`src/hdl/assert_macros.svh`:
```
// ----------------------------------------------------------------------------
// assert_macros.svh
// Assertion helper macros shared by the header validator RTL.
// ----------------------------------------------------------------------------
`ifndef ASSERT_MACROS_SVH
`define ASSERT_MACROS_SVH
`ifndef NO_ASSERTIONS
`define ASSERT_IMPLIES(label, clk, rst, a, c) \
   label: assert property (@(posedge clk) disable iff (rst) (a) |-> (c)) else $error("%m");
`define ASSERT_NEXT(label, clk, rst, a, c) \
   label: assert property (@(posedge clk) disable iff (rst) (a) |=> (c)) else $error("%m");
`else
`define ASSERT_IMPLIES(label, clk, rst, a, c)
`define ASSERT_NEXT(label, clk, rst, a, c)
`endif
`endif

```
`src/hdl/ncv_pkg.sv`:
```
// ----------------------------------------------------------------------------
// ncv_pkg
// Types and constants for the classic netCDF header validator.
// ----------------------------------------------------------------------------
package ncv_pkg;

   localparam int COUNT_BITS = 31;
   localparam int QUEUE_DEPTH = 2;

   typedef enum logic [4:0] {
      PH_MAGIC, PH_NUMRECS, PH_TAG, PH_COUNT, PH_NAME_LEN, PH_NAME_BYTES,
      PH_NAME_PAD, PH_DIM_SIZE, PH_ATTR_TYPE, PH_ATTR_NELEMS, PH_ATTR_VALUES,
      PH_VALUE_PAD, PH_VAR_NDIMS, PH_VAR_DIMID, PH_VAR_TYPE, PH_VAR_VSIZE,
      PH_VAR_BEGIN, PH_DONE
   } phase_type;

   typedef enum logic [2:0] {
      ST_VALID = 3'd0, ST_BAD_SIG = 3'd1, ST_BAD_VER = 3'd2, ST_BAD_TAG = 3'd3,
      ST_BAD_TYPE = 3'd4, ST_BAD_PAD = 3'd5, ST_TRUNC = 3'd6, ST_TOO_BIG = 3'd7
   } status_type;

   typedef enum logic [1:0] {
      SEC_DIM = 2'd0, SEC_GATT = 2'd1, SEC_VAR = 2'd2
   } section_type;

   localparam logic [31:0] TAG_DIMENSION = 32'h0000_000A;
   localparam logic [31:0] TAG_VARIABLE  = 32'h0000_000B;
   localparam logic [31:0] TAG_ATTRIBUTE = 32'h0000_000C;

   typedef struct packed {
      logic [7:0] data_byte;
      logic       start_of_file;
      logic       end_of_file;
   } req_type;

   typedef struct packed {
      logic [2:0]  status;
      logic [63:0] error_offset;
      logic [2:0]  format_version;
      logic [63:0] record_count;
      logic [30:0] dimension_count;
      logic [30:0] global_attribute_count;
      logic [30:0] variable_count;
   } rsp_type;

   function automatic logic [3:0] type_bytes(input logic [3:0] t);
      case (t)
         4'd1, 4'd2, 4'd7: type_bytes = 4'd1;
         4'd3, 4'd8:       type_bytes = 4'd2;
         4'd4, 4'd5, 4'd9: type_bytes = 4'd4;
         4'd6, 4'd10, 4'd11: type_bytes = 4'd8;
         default:          type_bytes = 4'd0;
      endcase
   endfunction

endpackage

```
`src/hdl/ncv_queue.sv`:
```
// ----------------------------------------------------------------------------
// ncv_queue
// Short word queue between the byte front end and the parser.
// ----------------------------------------------------------------------------
`include "assert_macros.svh"
module ncv_queue (
   input  logic             clock,
   input  logic             reset,
   input  logic             push,
   input  ncv_pkg::req_type push_data,
   output logic             full,
   input  logic             pop,
   output logic             empty,
   output ncv_pkg::req_type pop_data
);
   ncv_pkg::req_type mem_ff [ncv_pkg::QUEUE_DEPTH];
   logic       wr_ff, wr_in, rd_ff, rd_in;
   logic [1:0] cnt_ff, cnt_in;

   assign full     = cnt_ff == 2'(ncv_pkg::QUEUE_DEPTH);
   assign empty    = cnt_ff == 2'd0;
   assign pop_data = mem_ff[rd_ff];

   always_comb begin
      wr_in  = push ? ~wr_ff : wr_ff;
      rd_in  = pop ? ~rd_ff : rd_ff;
      cnt_in = cnt_ff + 2'(push) - 2'(pop);
   end

   always_ff @(posedge clock) begin
      if (reset) begin
         wr_ff  <= 1'b0;
         rd_ff  <= 1'b0;
         cnt_ff <= 2'd0;
      end else begin
         wr_ff  <= wr_in;
         rd_ff  <= rd_in;
         cnt_ff <= cnt_in;
      end
      if (push) mem_ff[wr_ff] <= push_data;
   end

   `ASSERT_IMPLIES(a_no_overflow, clock, reset, push, !full || pop)
   `ASSERT_IMPLIES(a_no_underflow, clock, reset, pop, !empty)
   `ASSERT_IMPLIES(a_count_range, clock, reset, 1'b1, cnt_ff <= 2'(ncv_pkg::QUEUE_DEPTH))
endmodule

```
`src/hdl/ncv_parser.sv`:
```
// ----------------------------------------------------------------------------
// ncv_parser
// Header grammar FSM; one byte per cycle unless stalled; registered result.
// ----------------------------------------------------------------------------
`include "assert_macros.svh"
module ncv_parser (
   input  logic             clock,
   input  logic             reset,
   input  logic             in_valid,
   input  ncv_pkg::req_type in_word,
   output logic             in_take,
   output logic             rsp_valid,
   input  logic             rsp_ready,
   output ncv_pkg::rsp_type rsp_data
);
   ncv_pkg::phase_type   ph_ff, ph_in;
   ncv_pkg::section_type sec_ff, sec_in;
   logic [3:0]  fbl_ff, fbl_in, esz_ff, esz_in;
   logic [63:0] acc_ff, acc_in, pay_ff, pay_in, off_ff, off_in, rec_ff, rec_in;
   logic [2:0]  ver_ff, ver_in;
   logic [31:0] tag_ff, tag_in;
   logic [31:0] outer_ff, outer_in, inner_ff, inner_in, dims_ff, dims_in;
   logic [1:0]  pad_ff, pad_in;
   logic        iva_ff, iva_in, fin_ff, fin_in;
   logic [30:0] dseen_ff, dseen_in, gseen_ff, gseen_in, vseen_ff, vseen_in;
   logic        ov_ff, ov_in;
   ncv_pkg::rsp_type ob_ff, ob_in;

   logic [7:0]  b;
   logic [63:0] v, off, nxt;
   logic [3:0]  nn;
   logic        done;
   logic [2:0]  st;
   logic [63:0] where;
   logic [31:0] expect_tag;
   logic        big;

   assign in_take   = in_valid && (!ov_ff || rsp_ready);
   assign rsp_valid = ov_ff;
   assign rsp_data  = ob_ff;

   always_comb begin
      logic        pf, sof_r;
      logic [1:0]  padn;
      ncv_pkg::phase_type padph;
      b = in_word.data_byte;
      ph_in = ph_ff; sec_in = sec_ff; fbl_in = fbl_ff; esz_in = esz_ff;
      acc_in = acc_ff; pay_in = pay_ff; off_in = off_ff; rec_in = rec_ff;
      ver_in = ver_ff; tag_in = tag_ff; outer_in = outer_ff; inner_in = inner_ff;
      dims_in = dims_ff; pad_in = pad_ff; iva_in = iva_ff; fin_in = fin_ff;
      dseen_in = dseen_ff; gseen_in = gseen_ff; vseen_in = vseen_ff;
      ov_in = ov_ff && !rsp_ready; ob_in = ob_ff;
      done = 1'b0; st = ncv_pkg::ST_VALID; where = '0;
      pf = 1'b0; padn = 2'd0; padph = ncv_pkg::PH_NAME_PAD;
      sof_r = in_word.start_of_file;
      v = '0; nn = 4'd4; expect_tag = '0; big = 1'b0; off = '0; nxt = '0;
      if (in_take) begin
         if (sof_r) begin
            ph_in = ncv_pkg::PH_MAGIC; sec_in = ncv_pkg::SEC_DIM; fbl_in = '0;
            esz_in = '0; acc_in = '0; pay_in = '0; off_in = '0; rec_in = '0;
            ver_in = '0; tag_in = '0; outer_in = '0; inner_in = '0; dims_in = '0;
            pad_in = '0; iva_in = 1'b0; fin_in = 1'b0;
            dseen_in = '0; gseen_in = '0; vseen_in = '0;
         end
         nn = (ver_in == 3'd5) ? 4'd8 : 4'd4;
         off = off_in;
         nxt = off + 64'd1;
         if (!fin_in) begin
            off_in = nxt;
            v = {acc_in[55:0], b};
            case (ph_in)
               ncv_pkg::PH_MAGIC: begin
                  if (fbl_in < 4'd3) begin
                     if (b != ((fbl_in == 4'd0) ? 8'h43 : (fbl_in == 4'd1) ? 8'h44 : 8'h46))
                     begin
                        done = 1'b1; st = ncv_pkg::ST_BAD_SIG; where = off;
                     end
                     fbl_in = fbl_in + 4'd1;
                  end else if (b != 8'd1 && b != 8'd2 && b != 8'd5) begin
                     done = 1'b1; st = ncv_pkg::ST_BAD_VER; where = off;
                  end else begin
                     ver_in = b[2:0];
                     ph_in = ncv_pkg::PH_NUMRECS;
                     fbl_in = (b == 8'd5) ? 4'd8 : 4'd4;
                     acc_in = '0;
                  end
               end
               ncv_pkg::PH_NAME_BYTES, ncv_pkg::PH_ATTR_VALUES: begin
                  if (fbl_in > 4'd1) fbl_in = fbl_in - 4'd1;
                  else begin
                     fbl_in = esz_in;
                     if (pay_in != '0) pay_in = pay_in - 64'd1;
                     if (pay_in == '0) begin
                        padph = (ph_in == ncv_pkg::PH_NAME_BYTES) ?
                                ncv_pkg::PH_NAME_PAD : ncv_pkg::PH_VALUE_PAD;
                        if (pad_in != 2'd0) ph_in = padph;
                        else pf = 1'b1;
                     end
                  end
               end
               ncv_pkg::PH_NAME_PAD, ncv_pkg::PH_VALUE_PAD: begin
                  if (b != 8'd0) begin
                     done = 1'b1; st = ncv_pkg::ST_BAD_PAD; where = off;
                  end else begin
                     if (pad_in != 2'd0) pad_in = pad_in - 2'd1;
                     if (pad_in == 2'd0) begin
                        pf = 1'b1; padph = ph_in;
                     end
                  end
               end
               ncv_pkg::PH_DONE: ;
               default: begin
                  acc_in = v;
                  if (fbl_in > 4'd1) fbl_in = fbl_in - 4'd1;
                  else begin
                     fbl_in = '0;
                     big = v[63:ncv_pkg::COUNT_BITS] != '0;
                     case (ph_in)
                        ncv_pkg::PH_NUMRECS: begin
                           rec_in = v; ph_in = ncv_pkg::PH_TAG; fbl_in = 4'd4; acc_in = '0;
                        end
                        ncv_pkg::PH_TAG: begin
                           tag_in = v[31:0]; ph_in = ncv_pkg::PH_COUNT;
                           fbl_in = nn; acc_in = '0;
                        end
                        ncv_pkg::PH_COUNT: begin
                           expect_tag = (iva_in || sec_in == ncv_pkg::SEC_GATT) ?
                              ncv_pkg::TAG_ATTRIBUTE : (sec_in == ncv_pkg::SEC_DIM) ?
                              ncv_pkg::TAG_DIMENSION : ncv_pkg::TAG_VARIABLE;
                           if (tag_in != ((v == '0) ? 32'd0 : expect_tag)) begin
                              done = 1'b1; st = ncv_pkg::ST_BAD_TAG;
                              where = nxt - 64'(4'd4 + nn);
                           end else if (big) begin
                              done = 1'b1; st = ncv_pkg::ST_TOO_BIG; where = nxt - 64'(nn);
                           end else begin
                              if (iva_in) inner_in = v[31:0];
                              else begin
                                 outer_in = v[31:0];
                                 case (sec_in)
                                    ncv_pkg::SEC_DIM:  dseen_in = v[30:0];
                                    ncv_pkg::SEC_GATT: gseen_in = v[30:0];
                                    default:           vseen_in = v[30:0];
                                 endcase
                              end
                              ph_in = ncv_pkg::PH_VALUE_PAD; pf = 1'b1;
                              padph = ncv_pkg::PH_VALUE_PAD;
                           end
                        end
                        ncv_pkg::PH_NAME_LEN, ncv_pkg::PH_ATTR_NELEMS: begin
                           if (big) begin
                              done = 1'b1; st = ncv_pkg::ST_TOO_BIG; where = nxt - 64'(nn);
                           end else begin
                              if (ph_in == ncv_pkg::PH_NAME_LEN) esz_in = 4'd1;
                              pay_in = v;
                              padn = 2'(v[1:0] * esz_in[1:0]);
                              pad_in = 2'd0 - padn;
                              padph = (ph_in == ncv_pkg::PH_NAME_LEN) ?
                                      ncv_pkg::PH_NAME_PAD : ncv_pkg::PH_VALUE_PAD;
                              if (v != '0) begin
                                 ph_in = (ph_in == ncv_pkg::PH_NAME_LEN) ?
                                    ncv_pkg::PH_NAME_BYTES : ncv_pkg::PH_ATTR_VALUES;
                                 fbl_in = esz_in;
                              end else if (pad_in != 2'd0) ph_in = padph;
                              else pf = 1'b1;
                           end
                        end
                        ncv_pkg::PH_DIM_SIZE, ncv_pkg::PH_VAR_BEGIN: begin
                           pf = 1'b1; padph = ncv_pkg::PH_VALUE_PAD;
                        end
                        ncv_pkg::PH_ATTR_TYPE, ncv_pkg::PH_VAR_TYPE: begin
                           if (v < 64'd1 || v > 64'd11) begin
                              done = 1'b1; st = ncv_pkg::ST_BAD_TYPE; where = off - 64'd3;
                           end else begin
                              if (ph_in == ncv_pkg::PH_ATTR_TYPE) begin
                                 esz_in = ncv_pkg::type_bytes(v[3:0]);
                                 ph_in = ncv_pkg::PH_ATTR_NELEMS;
                              end else ph_in = ncv_pkg::PH_VAR_VSIZE;
                              fbl_in = nn; acc_in = '0;
                           end
                        end
                        ncv_pkg::PH_VAR_NDIMS, ncv_pkg::PH_VAR_DIMID: begin
                           if (ph_in == ncv_pkg::PH_VAR_NDIMS && big) begin
                              done = 1'b1; st = ncv_pkg::ST_TOO_BIG; where = nxt - 64'(nn);
                           end else begin
                              if (ph_in == ncv_pkg::PH_VAR_NDIMS) dims_in = v[31:0];
                              else if (dims_in != '0) dims_in = dims_in - 32'd1;
                              acc_in = '0;
                              if (dims_in != '0) begin
                                 ph_in = ncv_pkg::PH_VAR_DIMID; fbl_in = nn;
                              end else begin
                                 iva_in = 1'b1; ph_in = ncv_pkg::PH_TAG; fbl_in = 4'd4;
                              end
                           end
                        end
                        ncv_pkg::PH_VAR_VSIZE: begin
                           ph_in = ncv_pkg::PH_VAR_BEGIN; acc_in = '0;
                           fbl_in = (ver_in == 3'd1) ? 4'd4 : 4'd8;
                        end
                        default: ;
                     endcase
                  end
               end
            endcase
            if (pf) begin
               acc_in = '0;
               if (padph == ncv_pkg::PH_VALUE_PAD) begin
                  if (iva_in) begin
                     if (inner_in != '0) begin
                        inner_in = inner_in - 32'd1;
                        ph_in = ncv_pkg::PH_NAME_LEN; fbl_in = nn;
                     end else begin
                        iva_in = 1'b0; ph_in = ncv_pkg::PH_VAR_TYPE; fbl_in = 4'd4;
                     end
                  end else if (outer_in != '0) begin
                     outer_in = outer_in - 32'd1;
                     ph_in = ncv_pkg::PH_NAME_LEN; fbl_in = nn;
                  end else if (sec_in == ncv_pkg::SEC_DIM) begin
                     sec_in = ncv_pkg::SEC_GATT; ph_in = ncv_pkg::PH_TAG; fbl_in = 4'd4;
                  end else if (sec_in == ncv_pkg::SEC_GATT) begin
                     sec_in = ncv_pkg::SEC_VAR; ph_in = ncv_pkg::PH_TAG; fbl_in = 4'd4;
                  end else begin
                     ph_in = ncv_pkg::PH_DONE; done = 1'b1;
                     st = ncv_pkg::ST_VALID; where = nxt;
                  end
               end else if (iva_in || sec_in == ncv_pkg::SEC_GATT) begin
                  ph_in = ncv_pkg::PH_ATTR_TYPE; fbl_in = 4'd4;
               end else if (sec_in == ncv_pkg::SEC_DIM) begin
                  ph_in = ncv_pkg::PH_DIM_SIZE; fbl_in = nn;
               end else begin
                  ph_in = ncv_pkg::PH_VAR_NDIMS; fbl_in = nn;
               end
            end
            if (!done && in_word.end_of_file) begin
               done = 1'b1; st = ncv_pkg::ST_TRUNC; where = nxt;
            end
            if (done) begin
               fin_in = 1'b1;
               ov_in  = 1'b1;
               ob_in.status = st;
               ob_in.error_offset = where;
               ob_in.format_version = ver_in;
               ob_in.record_count = rec_in;
               ob_in.dimension_count = dseen_in;
               ob_in.global_attribute_count = gseen_in;
               ob_in.variable_count = vseen_in;
            end
         end
      end
   end

   always_ff @(posedge clock) begin
      if (reset) begin
         ph_ff <= ncv_pkg::PH_MAGIC; sec_ff <= ncv_pkg::SEC_DIM; fbl_ff <= '0;
         esz_ff <= '0; acc_ff <= '0; pay_ff <= '0; off_ff <= '0; rec_ff <= '0;
         ver_ff <= '0; tag_ff <= '0; outer_ff <= '0; inner_ff <= '0; dims_ff <= '0;
         pad_ff <= '0; iva_ff <= 1'b0; fin_ff <= 1'b0;
         dseen_ff <= '0; gseen_ff <= '0; vseen_ff <= '0; ov_ff <= 1'b0;
      end else begin
         ph_ff <= ph_in; sec_ff <= sec_in; fbl_ff <= fbl_in; esz_ff <= esz_in;
         acc_ff <= acc_in; pay_ff <= pay_in; off_ff <= off_in; rec_ff <= rec_in;
         ver_ff <= ver_in; tag_ff <= tag_in; outer_ff <= outer_in;
         inner_ff <= inner_in; dims_ff <= dims_in; pad_ff <= pad_in;
         iva_ff <= iva_in; fin_ff <= fin_in; dseen_ff <= dseen_in;
         gseen_ff <= gseen_in; vseen_ff <= vseen_in; ov_ff <= ov_in;
      end
      ob_ff <= ob_in;
   end

   `ASSERT_NEXT(a_result_latches_fin, clock, reset, done && in_take, fin_ff && ov_ff)
   `ASSERT_IMPLIES(a_held_until_taken, clock, reset, ov_ff && !rsp_ready, !in_take || in_valid)
   `ASSERT_IMPLIES(a_version_legal, clock, reset, 1'b1,
      ver_ff == 3'd0 || ver_ff == 3'd1 || ver_ff == 3'd2 || ver_ff == 3'd5)
endmodule

```
`src/hdl/netcdf_header_validator_unit.sv`:
```
// ----------------------------------------------------------------------------
// netcdf_header_validator_unit
// Streaming checker for classic netCDF (CDF-1/2/5) file headers.
// ----------------------------------------------------------------------------
// channel  dir  word        handshake
// req      in   req_type    req_valid / req_ready
// rsp      out  rsp_type    rsp_valid / rsp_ready
//
// One byte per cycle; the two-entry queue absorbs front/back stalls.
// The result register loads when the parser takes from the queue the byte
// that ends or breaks the header.
// The parser stalls only while a result is held and rsp_ready is low.
// Synchronous reset clears all control state.
// ----------------------------------------------------------------------------
module netcdf_header_validator_unit (
   input  logic             clock,
   input  logic             reset,
   input  logic             req_valid,
   output logic             req_ready,
   input  ncv_pkg::req_type req_data,
   output logic             rsp_valid,
   input  logic             rsp_ready,
   output ncv_pkg::rsp_type rsp_data
);
   logic             q_full, q_empty, q_pop;
   ncv_pkg::req_type q_data;

   assign req_ready = !q_full;

   ncv_queue u_queue (
      .clock     (clock),
      .reset     (reset),
      .push      (req_valid && !q_full),
      .push_data (req_data),
      .full      (q_full),
      .pop       (q_pop),
      .empty     (q_empty),
      .pop_data  (q_data)
   );

   ncv_parser u_parser (
      .clock     (clock),
      .reset     (reset),
      .in_valid  (!q_empty),
      .in_word   (q_data),
      .in_take   (q_pop),
      .rsp_valid (rsp_valid),
      .rsp_ready (rsp_ready),
      .rsp_data  (rsp_data)
   );
endmodule
```
`config.mk`:
```
export PLATFORM = sky130hd
export DESIGN_NAME = netcdf_header_validator_unit
export DESIGN_NICKNAME = d
export VERILOG_FILES = /design/src/hdl/ncv_pkg.sv /design/src/hdl/ncv_queue.sv /design/src/hdl/ncv_parser.sv /design/src/hdl/netcdf_header_validator_unit.sv
export VERILOG_INCLUDE_DIRS = /design/src /design/src/hdl
export SDC_FILE = /design/constraint.sdc
export NUM_CORES = 2
export LEC_CHECK = 0
export BUFFER_PORTS_ARGS = -buffer_cell sky130_fd_sc_hd__buf_2
export CAP_MARGIN = 20
export CELL_PAD_IN_SITES_DETAIL_PLACEMENT = 0
export CELL_PAD_IN_SITES_GLOBAL_PLACEMENT = 1
export CORE_MARGIN = 1.5
export CORE_UTILIZATION = 50
export CTS_BUF_LIST = sky130_fd_sc_hd__clkbuf_16
export DETAILED_ROUTE_END_ITERATION = 12
export PLACE_DENSITY_LB_ADDON = 0.1
export SLEW_MARGIN = 0
export SYNTH_ARGS = -nofsm -noshare
export SYNTH_HDL_FRONTEND = slang
export SYNTH_SLANG_ARGS = --single-unit
```
`constraint.sdc`:
```
create_clock -name clock -period 27.3 [get_ports clock]
set_input_delay 1.365 -clock clock [delete_from_list [all_inputs] [get_ports clock]]
set_output_delay 1.365 -clock clock [all_outputs]
set_load 0.05 [all_outputs]
```
# After elaboration in Yosys (flattened, before gate mapping)
# Memories as Yosys holds them, arrays and structs flattened. A register that Yosys moved wholly into a read port is not among the register bits.
# Cells that the tools add are included.
# totals
reg_bits	731
ramBits	20
romBits	64
in_bits	14
output_inout_bits	229
wordCells	455
mem_count	2
# mem_list
memory	words	width	read_ports	rd_ports_with_merged_regs	write_ports	line_no	source
(no name shown)	16	4	1	0	0	ncv_pkg.sv:47	case (t)
u_queue.mem_ff	2	10	1	1	1	ncv_queue.sv:16	ncv_pkg::req_type mem_ff [ncv_pkg::QUEUE_DEPTH];
# classes
add_sub_neg	15
mul	1
magnitude_cmp	4
eq_ne	29
muxes	322
bitwise_logic	3
reduce_logical	49
# ops
cell	count
$mux W64	45
$mux W32	51
$mux W31	27
$pmux W64 S3	2
$pmux W64 S2	2
$pmux W64 S4	1
$mux W4	44
$mux W5	32
$logic_not A64 Y1	2
$reduce_bool A32 Y1	4
$reduce_bool A64 Y1	2
$sub A32 B1 Y32 const B	3
$add A64 B1 Y64 const B	1
$gt A64 B4 Y1 const B	1
$lt A64 B1 Y1 const B	1
$sub A64 B1 Y64 const B	1
$sub A64 B2 Y64 const B	1
$sub A64 B4 Y64	1
$sub A64 B64 Y64	1
$mux W1	60
$mux W3	20
$mux W2	23
$eq A5 B4 Y1 const B	9
$pmux W5 S3	3
51 further kinds	86

# Logic depth before layout (Yosys ltp)
# logic_depth
ltp_word	34
mapped_depth	34
depth_no_buf	20

# Cells and area by module
# A second synthesis with hierarchy kept.
# hier_totals
cells_unflattened	6246
hier_area_um2	46701.0
# by_module_without_submodules
mod	instances	cells_each	area_each_um2	seq_area_each_um2
ncv_parser	1	6191	45750.1	16666.0
ncv_queue	1	52	937.1	700.7
netcdf_header_validator_unit	1	3	13.8	0.0

# Worst setup path before layout
# Ideal clock, no wire load.
# synth_timing
kind	reg2reg
from	reg (tool-made name)
to	reg u_parser.ob_ff, in the netlist u_parser.rsp_data[0] (enable)
setup_ps	818
t_arrival_ps	16454
required_ps	26482
setup_slack_ps	10029
path_stages_with_launch	31
path_buffers	14
period_less_slack_ps	17271
cell_sequence	dfxtp_1 mux2i_1 buf_2 buf_2 buf_2 buf_2 buf_1 clkbuf_1 buf_1 buf_2 clkbuf_1 clkbuf_1 buf_1 buf_1 buf_1 nand2_1 inv_1 ha_1 nor2_1 or4_1 a21oi_1 a32oi_1 or4_1 buf_2 mux2_2 ha_1 and4b_1 and4_4 nand4_1 o31a_1 nor2_1
# synth_lines
item	line_no	source
end signal: assignment	ncv_parser.sv:266	ob_ff <= ob_in;
end: declaration	ncv_parser.sv:27	ncv_pkg::rsp_type ob_ff, ob_in;

==> load_flow_metrics.sql <==
INSERT INTO impl_metrics (metric_group, metric, value, unit) VALUES
('synthesis', 'synthFlopType', 'sky130_fd_sc_hd__dfxtp_1', ''),
('clock_tree', 'cts-resized-gates', '0', ''),
('worst_setup_path', 'worstSetupEndpointType', 'flop', ''),
('clock_tree', 'h_tree_level_count', '3', ''),
('clock_tree', 'cts_buffers', '85', ''),
('clock_tree', 'clk_transition_reported_paths', '60', 'ps'),
('worst_setup_path', 'timing.reg2reg.setup_slack', '17540', 'ps'),
('synthesis', 'synth_edf_count', '247', ''),
('synthesis', 'syn_area_per_cell', '7.522', 'um^2'),
('place', 'routabilityCongestion', '1.009', ''),
('synthesis', 'synth.net_count', '6270', ''),
('clock_tree', 'clock_latency_reported_for_the_late_side_of_the_worst_skew_pair', '690', 'ps'),
('detailed_routing', 'met3RoutedLength', '18720', 'um'),
('cells_and_area', 'final_nets', '6193', ''),
('timing', 'max_freq', '102.5', 'MHz'),
('worst_setup_path', 'end_of_the_worst_register_to_register_path', 'u_parser.rsp_data[185]$_DFFE_PP_', ''),
('cells_and_area', 'mostFrequentLayoutCells', 'sky130_fd_sc_hd__nand2_1 (1094), sky130_fd_sc_hd__a21oi_1 (624), sky130_fd_sc_hd__nor2_1 (619)', ''),
('timing', 'timing.final.crit_share', '0.3575', ''),
('floorplan', 'fp-row-count', '112', ''),
('power_and_ir_drop', 'total_power', '6.983', 'mW'),
('synthesis', 'postSynthRegisterBits', '744', ''),
('worst_setup_path', 'path_cells', 'mux2i_4 > buf_4 > buf_4 > buf_12 > nand2_1 > inv_1 > ha_1 > nor2_1 > or4_1 > a21oi_1 > a32oi_1 > nor4_2 > mux2i_1 > and4b_1 > and4_4 > nand4_1 > o31a_1 > nor2_4 > buf_4 > buf_4', ''),
('global_routing', 'first_pass_grt_wire_length', '288400', 'um'),
('detailed_routing', 'post_drt_via_cell_ratio', '6.664', ''),
('timing', 'finClkSkew', '30.05', 'ps'),
('detailed_routing', 'detail_route.drc_violations', '0', ''),
('cells_and_area', 'flow.area_growth_from_synthesis', '9.976', '%'),
('detailed_routing', 'wl_met1', '78610', 'um'),
('floorplan', 'top_level_ports', '243', ''),
('cells_and_area', 'commonest_non_fill_non_tap_cell_in_the_layout', 'sky130_fd_sc_hd__nand2_1', ''),
('floorplan', 'die-width', '309.2', 'um'),
('place', 'place_inst', '7319', ''),
('run', 'drv.max_cap_violation_count', '0', ''),
('power_and_ir_drop', 'p_leak', '18.08', 'nW'),
('detailed_routing', 'routed-wl-met2', '85790', 'um'),
('timing', 'finalHoldViolCount', '0', ''),
('worst_setup_path', 'r2r.worst_path.cells', '20', ''),
('cells_and_area', 'fraction_of_final_layout_cells_with_drive_strength_greater_than_1', '0.1036', ''),
('worst_setup_path', 'path_class', 'flop to flop', ''),
('cells_and_area', 'finish.cell_count_without_fillers', '7481', ''),
('detailed_routing', 'drt_pre_antenna_iters', '6', ''),
('synthesis', 'synthDistinctLibCells', '99', ''),
('worst_setup_path', 'worst_path_max_delay_cell', 'sky130_fd_sc_hd__dfxtp_1', ''),
('detailed_routing', 'drtAntennaViolNets', '0', ''),
('power_and_ir_drop', 'vdd_drop_max', '0.1944', 'mV'),
('timing', 'rsz_0062_raised_after_global_routing', 'false', ''),
('detailed_routing', 'wire_per_inst', '25.89', 'um'),
('cells_and_area', 'layout.core_utilization', '0.5540', ''),
('worst_setup_path', 'critPathLaunchType', 'flop', ''),
('global_routing', 'grt_max_degree', '136', ''),
('detailed_routing', 'drt_initial_violations', '6426', ''),
('timing', 'postLayoutSetupSlackWorst', '17540', 'ps'),
('timing', 'slew-limit-headroom', '0.1410', ''),
('global_routing', 'grt_remaining_overflow', '0', ''),
('place', 'detailedPlacementHpwl', '128200', 'um'),
('worst_setup_path', 'critical_path_arrival', '10050', 'ps'),
('cells_and_area', 'design_area', '51550', 'um^2'),
('synthesis', 'synth-async-reset-ratio', '0', ''),
('timing', 'setup_violations', '0', ''),
('timing', 'hold_slack', '452.9', 'ps'),
('clock_tree', 'cts.path.max_buffers', '3', ''),
('clock_tree', 'cts_tree', 'done', ''),
('worst_setup_path', 'worstPathMaxFanout', '117', ''),
('clock_tree', 'root_driver', 'sky130_fd_sc_hd__clkbuf_16', ''),
('worst_setup_path', 'crit_end', 'u_parser.rsp_data[185]$_DFFE_PP_', ''),
('worst_setup_path', 'worst_ep_required_time', '27590', 'ps'),
('run_status', 'status', 'finished, final reports clean', ''),
('place', 'placedInstanceArea', '48830', 'um^2'),
('timing', 'sum_of_negative_setup_slack', '0', 'ps'),
('floorplan', 'initial_utilization', '0.5037', ''),
('floorplan', 'die_height', '309.2', 'um');
layout make-up:
type / count / area (um^2)
flip-flops and latches: 744 / 17370
fillers: 9023 / 41500
clock inverters: 72 / 481.7
diodes: 1 / 2.502
inverters: 44 / 165.2
multi-input cells: 4904 / 27470
clock buffers: 87 / 2177
well taps: 1254 / 1569
repair buffers: 375 / 2317
synthesized netlist by cell type, types with 46 or more instances:
master | instances | area [um^2]
sky130_fd_sc_hd__nor2_1 | 630 | 2365
sky130_fd_sc_hd__dfxtp_1 | 497 | 9950
sky130_fd_sc_hd__nand3_1 | 226 | 1131
sky130_fd_sc_hd__or3_1 | 74 | 462.9
sky130_fd_sc_hd__nand2_1 | 1096 | 4114
sky130_fd_sc_hd__nor4_1 | 128 | 800.8
sky130_fd_sc_hd__a31oi_1 | 66 | 412.9
sky130_fd_sc_hd__nand4_1 | 114 | 713.2
sky130_fd_sc_hd__nor3_1 | 242 | 1211
sky130_fd_sc_hd__or4_1 | 63 | 473.0
sky130_fd_sc_hd__a211oi_1 | 56 | 420.4
sky130_fd_sc_hd__xor2_1 | 86 | 753.2
sky130_fd_sc_hd__and3_1 | 46 | 287.8
sky130_fd_sc_hd__mux2i_1 | 59 | 590.6
sky130_fd_sc_hd__buf_1 | 59 | 221.5
sky130_fd_sc_hd__a22oi_1 | 121 | 908.4
sky130_fd_sc_hd__edfxtp_1 | 247 | 7417
sky130_fd_sc_hd__a21oi_1 | 626 | 3133
sky130_fd_sc_hd__xnor2_1 | 121 | 1060
sky130_fd_sc_hd__clkbuf_1 | 438 | 1644
sky130_fd_sc_hd__o21ai_0 | 364 | 1822
where the power goes:
| part | switching [mW] | internal, mW | total (mW) | leakage, nW |
|---|---|---|---|---|
| sequential | 0.262 | 1.49 | 1.75 | 6.42 |
| combinational | 3.10 | 1.01 | 4.12 | 10.3 |
| clock | 0.504 | 0.610 | 1.11 | 1.40 |
cells by family (layout without fill, tap and decap cells):
| kind of cell | Yosys count | in the layout | synth area share |
|---|---|---|---|
| adders and majority gates | 25 | 25 | 0.006834 |
| and+or+nand+nor | 2862 | 2862 | 0.2868 |
| AOI/OAI and AO/OA | 1734 | 1734 | 0.2319 |
| xor gates and xnor gates | 207 | 207 | 0.03868 |
| other | 0 | 1 | 0 |
| DFF | 744 | 744 | 0.3705 |
| buffers and inverters | 583 | 578 | 0.04850 |
| muxes | 76 | 76 | 0.01676 |
worst min-delay path by stage:
stage | cells past startpoint | end | slack [ps] | from
4_1_cts | 2 | u_parser.dseen_ff[25]$_SDFFE_PP0P_ | 450 | u_parser.dseen_ff[25]$_SDFFE_PP0P_
2_1_floorplan | 2 | u_parser.outer_ff[0]$_SDFFE_PP0P_ | 420 | u_parser.outer_ff[0]$_SDFFE_PP0P_
3_5_place_dp | 2 | u_parser.dseen_ff[25]$_SDFFE_PP0P_ | 450 | u_parser.dseen_ff[25]$_SDFFE_PP0P_
6_report | 2 | u_parser.rec_ff[52]$_SDFFE_PP0P_ | 450 | u_parser.rec_ff[52]$_SDFFE_PP0P_
3_3_place_gp | 2 | u_parser.outer_ff[2]$_SDFFE_PP0P_ | 440 | u_parser.outer_ff[2]$_SDFFE_PP0P_
5_1_grt | 2 | u_parser.rec_ff[42]$_SDFFE_PP0P_ | 470 | u_parser.rec_ff[42]$_SDFFE_PP0P_
registers in the layout, summed over array words and instances, names as in the netlist, 2 cells and up, named ones only:
register           count
u_queue.cnt_ff         2
u_parser.acc_ff       56
u_parser.dseen_ff     31
u_parser.vseen_ff     31
u_parser.outer_ff     32
u_parser.inner_ff     32
u_parser.off_ff       64
u_parser.rec_ff       64
u_parser.ver_ff        3
u_parser.dims_ff      32
u_parser.sec_ff        2
u_parser.pay_ff       64
u_parser.esz_ff        4
u_parser.pad_ff        2
u_parser.tag_ff       32
u_parser.ph_ff         5
u_parser.fbl_ff        4
u_queue.mem_ff        20
u_parser.gseen_ff     31
u_parser.rsp_data    227
worst max-delay path: cells and delay by family (launching register included):
kind	cells	cell delay [ps]
flops	1	1020
buf+inv	6	3130
compound gates	3	1010
simple gates	8	2840
mux	2	810
fa+ha+maj	1	260
per-layer routing:
layer  GRT usage  up-vias
met3     0.07036      617
li1            -    22640
met2      0.6065     2880
met5           0        -
met1      0.5258    23720
met4      0.2005        4
(Power assumes the default switching activity.)
